## config.mk

```make
export PLATFORM = sky130hd
export DESIGN_NAME = fft_bfly
export DESIGN_NICKNAME = d
export VERILOG_FILES = /design/src/rtl/radix2_fft_in_place_defines.svh /design/src/rtl/fft_pkg.sv /design/src/rtl/fft_bfly.sv
export SDC_FILE = /design/constraint.sdc
export NUM_CORES = 2
export LEC_CHECK = 0
export BUFFER_PORTS_ARGS = -buffer_cell sky130_fd_sc_hd__buf_2
export CAP_MARGIN = 40
export CORE_ASPECT_RATIO = 2
export CORE_MARGIN = 2
export CORE_UTILIZATION = 57
export DETAILED_ROUTE_END_ITERATION = 8
export GPL_TIMING_DRIVEN = 1
export PLACE_DENSITY = 0.81
export SLEW_MARGIN = 20
export SYNTH_ARGS = -nofsm -noshare
export SYNTH_HDL_FRONTEND = slang
export SYNTH_SLANG_ARGS = --single-unit
```

## constraint.sdc

```tcl
create_clock -name i_clk -period 8.2 [get_ports i_clk]
set_clock_uncertainty 0.2 [all_clocks]
set_input_delay 0.41 -clock i_clk [delete_from_list [all_inputs] [get_ports i_clk]]
set_output_delay 0.41 -clock i_clk [all_outputs]
set_load 0.02 [all_outputs]
```

## src/rtl/radix2_fft_in_place_defines.svh

```systemverilog
// assertion macros for the fft block
`ifndef RADIX2_FFT_IN_PLACE_DEFINES_SVH
`define RADIX2_FFT_IN_PLACE_DEFINES_SVH

`ifndef ASSERT_OFF
`define FFT_ASSERT(lbl, expr) \
    lbl: assert property (@(posedge i_clk) disable iff (!i_rst_n) (expr)) \
        else $error("fft assertion failed");
`define FFT_ASSERT_NEXT(lbl, ante, cons) \
    lbl: assert property (@(posedge i_clk) disable iff (!i_rst_n) (ante) |=> (cons)) \
        else $error("fft assertion failed");
`else
`define FFT_ASSERT(lbl, expr)
`define FFT_ASSERT_NEXT(lbl, ante, cons)
`endif

`endif

```

## src/rtl/fft_pkg.sv

```systemverilog
package fft_pkg;

    localparam int POINTS  = 512;
    localparam int LOG2    = $clog2(POINTS);
    localparam int QUARTER = POINTS / 4;
    localparam int STG_W   = $clog2(LOG2);
    localparam int IDX_W   = 9;
    localparam int SMP_W   = 16;
    localparam int BIN_W   = 25;
    localparam int PROD_W  = BIN_W + SMP_W;
    localparam int T_W     = PROD_W + 1 - 15;
    localparam int SUM_W   = T_W + 1;
    localparam real PI     = 3.1415926535897932384626433832795;

    localparam logic [1:0] REQ_WRITE = 2'd0;
    localparam logic [1:0] REQ_START = 2'd1;
    localparam logic [1:0] REQ_READ  = 2'd2;

    localparam logic [1:0] MUL_RR = 2'd0;
    localparam logic [1:0] MUL_II = 2'd1;
    localparam logic [1:0] MUL_RI = 2'd2;
    localparam logic [1:0] MUL_IR = 2'd3;

    typedef logic signed [SMP_W-1:0] t_qsin [0:QUARTER];

    typedef struct packed {
        logic       mul_en;
        logic [1:0] mul_sel;
        logic       acc_ld;
        logic       tr_ld;
        logic       ti_ld;
    } t_bf_ctl;

    // quarter-wave sine in q1.15, full scale clamped to 32767
    function automatic t_qsin f_qsin();
        t_qsin  tab;
        real    v;
        integer r;
        for (int m = 0; m <= QUARTER; m++) begin
            v = 32768.0 * $sin(PI / 2.0 * m / QUARTER);
            r = $rtoi(v + 0.5);
            if (r > 32767) r = 32767;
            tab[m] = SMP_W'(r);
        end
        return tab;
    endfunction

    localparam t_qsin QSIN = f_qsin();

    function automatic logic signed [BIN_W-1:0] f_sat(input logic signed [SUM_W-1:0] v);
        logic signed [SUM_W-1:0] hi;
        logic signed [SUM_W-1:0] lo;
        hi = SUM_W'(16777215);
        lo = -SUM_W'(16777216);
        if (v > hi) return BIN_W'(hi);
        if (v < lo) return BIN_W'(lo);
        return v[BIN_W-1:0];
    endfunction

endpackage

```

## src/rtl/fft_bfly.sv

```systemverilog
module fft_bfly (
    input  logic                                 i_clk,
    input  fft_pkg::t_bf_ctl                     i_ctl,
    input  logic signed [fft_pkg::BIN_W-1:0]     i_x_re,
    input  logic signed [fft_pkg::BIN_W-1:0]     i_x_im,
    input  logic signed [fft_pkg::BIN_W-1:0]     i_a_re,
    input  logic signed [fft_pkg::BIN_W-1:0]     i_a_im,
    input  logic signed [fft_pkg::SMP_W-1:0]     i_w_re,
    input  logic signed [fft_pkg::SMP_W-1:0]     i_w_im,
    output logic signed [fft_pkg::BIN_W-1:0]     o_sum_re,
    output logic signed [fft_pkg::BIN_W-1:0]     o_sum_im,
    output logic signed [fft_pkg::BIN_W-1:0]     o_dif_re,
    output logic signed [fft_pkg::BIN_W-1:0]     o_dif_im
);
    import fft_pkg::*;

    logic signed [BIN_W-1:0]  op_x;
    logic signed [SMP_W-1:0]  op_w;
    logic signed [PROD_W-1:0] prod;
    logic signed [PROD_W:0]   acc_sub;
    logic signed [PROD_W:0]   acc_add;
    logic signed [PROD_W-1:0] r_p;
    logic signed [PROD_W-1:0] r_acc;
    logic signed [T_W-1:0]    r_tr;
    logic signed [T_W-1:0]    r_ti;

    always_comb begin
        unique case (i_ctl.mul_sel)
            MUL_RR:  begin op_x = i_x_re; op_w = i_w_re; end
            MUL_II:  begin op_x = i_x_im; op_w = i_w_im; end
            MUL_RI:  begin op_x = i_x_re; op_w = i_w_im; end
            default: begin op_x = i_x_im; op_w = i_w_re; end
        endcase
    end

    assign prod    = op_x * op_w;
    assign acc_sub = {r_acc[PROD_W-1], r_acc} - {r_p[PROD_W-1], r_p};
    assign acc_add = {r_acc[PROD_W-1], r_acc} + {r_p[PROD_W-1], r_p};

    // floor shift by 15 is a plain bit select of the signed sum
    always_ff @(posedge i_clk) begin
        if (i_ctl.mul_en) r_p <= prod;
        if (i_ctl.acc_ld) r_acc <= r_p;
        if (i_ctl.tr_ld) r_tr <= acc_sub[PROD_W:15];
        if (i_ctl.ti_ld) r_ti <= acc_add[PROD_W:15];
    end

    assign o_sum_re = f_sat({{(SUM_W-BIN_W){i_a_re[BIN_W-1]}}, i_a_re} + {r_tr[T_W-1], r_tr});
    assign o_sum_im = f_sat({{(SUM_W-BIN_W){i_a_im[BIN_W-1]}}, i_a_im} + {r_ti[T_W-1], r_ti});
    assign o_dif_re = f_sat({{(SUM_W-BIN_W){i_a_re[BIN_W-1]}}, i_a_re} - {r_tr[T_W-1], r_tr});
    assign o_dif_im = f_sat({{(SUM_W-BIN_W){i_a_im[BIN_W-1]}}, i_a_im} - {r_ti[T_W-1], r_ti});

endmodule

```

==> impl.org <==
** Run status
- Outcome :: finished, final reports clean

** Yosys
- The synthesized netlist devotes between 10% and 20% of its cell area to compound gates.
- By area, the combinational part of the netlist is dominated by adder cells.
- Top cells by area in the synthesized netlist :: sky130_fd_sc_hd__fa_1 (28%), sky130_fd_sc_hd__edfxtp_1 (14%), sky130_fd_sc_hd__ha_1 (13%), sky130_fd_sc_hd__inv_1 (8.2%), sky130_fd_sc_hd__xnor2_1 (4.5%)
- Synthesized flop and latch total :: 136
- Mux share of post-synthesis cell area :: 3.09%
- Of the total synthesized cell area, the portion taken by full adders, half adders and majority gates is between 40% and 50%.
- Number of flops mapped to enable cells by yosys :: 136
- Post-Synth Simple-Gate Area :: 12.8%
- After synthesis, the share of flip-flops with an asynchronous set or reset is 0%.
- Synthesis produced between 3000 and 4000 cells.
- Yosys printed 0 warnings.
- Synthesized Nets :: 4088
- The mapped netlist covers 28500 sq um.
- After synthesis, the netlist uses 87 different library cells.
- Primary FF master, synth :: sky130_fd_sc_hd__edfxtp_1
- Synth area leader :: sky130_fd_sc_hd__fa_1
- A synthesized cell averages 8.72 sq um.
- After synthesis, the largest area contributor takes up 27.5% of total cell area.
- Xor/xnor share of the synthesized area :: 5.60%
- After synthesis, flip-flops and latches occupy 14.3% of the total area.

** Timing
- Min Tclk post-route :: 7.65 ns
- After routing, the total negative slack on setup checks comes to 0 ns.
- Derived from the worst setup path, the maximum achievable clock frequency is 131 MHz.
- Headroom to the max-slew limit came out at 45.4%.
- Transition time at the pin with the least slew margin :: 0.818 ns
- The worst path uses 93.3% of the clock period.
- Worst-case hold slack :: 0.137 ns
- Setup violations remaining at the end of the flow were counted as 0.
- The number of pins with negative max-slew slack in the final report came to 0.
- RSZ-0062 raised after global routing :: false
- The count of endpoints failing hold in the final timing report was 0.

** Detailed routing
- After detailed routing, the average wire length per cell comes to 20.5 um.
- DRC viols :: 0
- For this block, the via count after detailed routing is 24000.
- In this run the remaining antenna-violating nets after routing total 0.
- The routed design has about 85000 um of wire.
- Starting DRT DRC Count :: ~1500
- Drt via density :: 5.79
- The first detailed-routing pass took 6 iterations.

** Global routing
- Number of antenna violations at the first check in global routing :: 7
- GRT Residual Overflow :: 0
- The first global-routing pass estimated approximately 130000 um of wire.
- Global routing used between 30% and 40% of the available tracks across all layers.
- Via count of the first global-routing pass :: around 25000
- Largest net degree at the start of global routing :: 35

** Final layout
- Across the whole layout, storage elements account for 4080 sq um.
- After routing the design area is 31200 sq um.
- The library cell used most frequently in the layout, excluding fill and tap cells, is sky130_fd_sc_hd__inv_1.
- In the final design database the tool counted between 4000 and 5000 nets.
- Relative to the synthesized area, the layout overhead comes to 9.40%.
- In the final layout, the share of cells above drive strength 1 is between 10 and 15%.
- Fill cell instance count of the final layout :: 4305
- The multi-input combinational cells in the finished layout cover a total of 21500 sq um.
- The library cells used most frequently in the layout, excluding fill and tap cells, are sky130_fd_sc_hd__inv_1 (626), sky130_fd_sc_hd__fa_1 (392), sky130_fd_sc_hd__nor2_1 (331), sky130_fd_sc_hd__ha_1 (290), sky130_fd_sc_hd__nand2_1 (284).

** Place
- Routability cong. :: 1.04
- In this run the cell area measured after placement is 30600 sq um.
- The wire-length estimate of the detail-placed layout is 73100 um.
- Port Buffers :: around 240

** Die
- In this run the count of I/O pins placed on the die edge is approximately 240.
- In this run the standard cell core region covers 49200 sq um.
- The floorplan step set the die height to 320 um.
- After floorplanning, the core was divided into 115 placement rows.
- The floorplan step set the die width to approximately 160 um.
- The die covers ~52000 sq um.
- Effective utilization at floorplan :: 57.9%

** CTS
- In this run the number of H-tree levels came out at 4.
- TritonCTS Buffers :: 17
- The root buffer cell chosen for the clock tree is sky130_fd_sc_hd__clkbuf_16.
- Maximum number of buffers from clock root to sink :: 2
- Hold-fix buffer count after cts :: 0
- TritonCTS clock tree :: done
- Number of gates given a new drive strength after cts :: 0
- Clock transition at path regs :: 0.06 ns
- Clock network latency to the later pin of the worst-skew pair :: 0.44 ns
- After clock tree synthesis, the setup repair step added 0 buffers.
- For this design, the sink count on the clock tree is 136.

** Setup path
- At the worst endpoint, the arrival time is around 7.6 ns.
- The critical path is of the input port to flop type.
- Required arrival time at the worst endpoint :: 8.17 ns
- The worst setup path is launched from an input port.
- Along the worst path, the maximum fanout reaches 10.
- STA classifies the critical path endpoint as a flop.

** Flow run
- Maximum Capacitance Violations :: 0

** Hold path
- The tightest min-delay check is of the input port to flop type.
path summary, 6_finish.rpt:
path / endpoint / slack (ns) / startpoint / cells past startpoint
max: r_p[40]$_DFFE_PP_ / 0.55 / i_ctl[3] / 28
min: r_p[1]$_DFFE_PP_ / 0.14 / i_ctl[5] / 1
max reg2reg: r_ti[25]$_DFFE_PP_ / 3.92 / r_p[22]$_DFFE_PP_ / 12
min reg2reg: r_acc[37]$_DFFE_PP_ / 0.29 / r_p[37]$_DFFE_PP_ / 0
registers in the layout (all words and copies together), names as in the netlist:
signal,cells
r_tr,27
r_p,41
r_ti,27
r_acc,41
cell type report:
cell class | count | area share [%]
antenna | 5 | 0.0401
clock buffer | 20 | 1.40
clock inverter | 12 | 0.414
inverter | 627 | 7.55
multi-input combinational | 2381 | 69.1
sequential | 136 | 13.1
tap | 643 | 2.58
timing repair buffer | 312 | 5.78
cell families after synthesis:
kind of cell,Yosys count
simple gates,833
compound gates,601
mux,83
flops,136
xor+xnor,182
buf+inv,750
fa+ha+maj,682
per-layer routing:
metal | routed length (um) | track usage [%]
met1 | 27000 | 30.9
met3 | 3890 | 4.01
met2 | 45100 | 63.0
met4 | 8870 | 28.4
met5 | 13 | 0
cell usage after synthesis (all sizes together) (42+ instances only):
cell type / n
ha: 290
xnor2: 147
inv: 626
clkbuf: 89
nor2: 332
fa: 392
o21ai: 162
a21o: 52
nand2: 284
nor3: 42
mux2i: 43
a21oi: 177
edfxtp: 136
worst max-delay path, stage by stage:
cell and delay, ns:
sky130_fd_sc_hd__buf_2 0.07, sky130_fd_sc_hd__inv_1 0.04, sky130_fd_sc_hd__ha_1 0.22, sky130_fd_sc_hd__nor2_4 0.33
sky130_fd_sc_hd__buf_4 0.25, sky130_fd_sc_hd__mux2i_1 0.42, sky130_fd_sc_hd__nor2_1 0.12, sky130_fd_sc_hd__fa_1 0.49
sky130_fd_sc_hd__inv_1 0.05, sky130_fd_sc_hd__fa_1 0.53, sky130_fd_sc_hd__inv_1 0.05, sky130_fd_sc_hd__fa_1 0.57
sky130_fd_sc_hd__fa_1 0.47, sky130_fd_sc_hd__fa_1 0.51, sky130_fd_sc_hd__inv_1 0.05, sky130_fd_sc_hd__fa_1 0.47
sky130_fd_sc_hd__inv_1 0.04, sky130_fd_sc_hd__ha_1 0.35, sky130_fd_sc_hd__a2111oi_0 0.39, sky130_fd_sc_hd__o21ai_0 0.13
sky130_fd_sc_hd__o21ai_0 0.20, sky130_fd_sc_hd__o32ai_1 0.21, sky130_fd_sc_hd__a211o_1 0.36, sky130_fd_sc_hd__nand2_1 0.11
sky130_fd_sc_hd__o21ai_0 0.21, sky130_fd_sc_hd__a211o_1 0.31, sky130_fd_sc_hd__a21oi_1 0.17, sky130_fd_sc_hd__xnor2_1 0.08
through the flow:
step / setup slack [ns] / cells / utilization, %
finish: 0.549 / 4136 / 63.3
global route: 0.142 / 4135 / 63.3
CTS: 0.640 / 4131 / 63.3
detailed placement: 0.166 / 4099 / 62.2
global placement: 0.275 / 4094 / 62.0
floorplan: 0.308 / 3267 / -
Power is left out: the tool's default activity adds up to more than one toggle a clock period on the data nets, which glitch-free logic cannot reach.
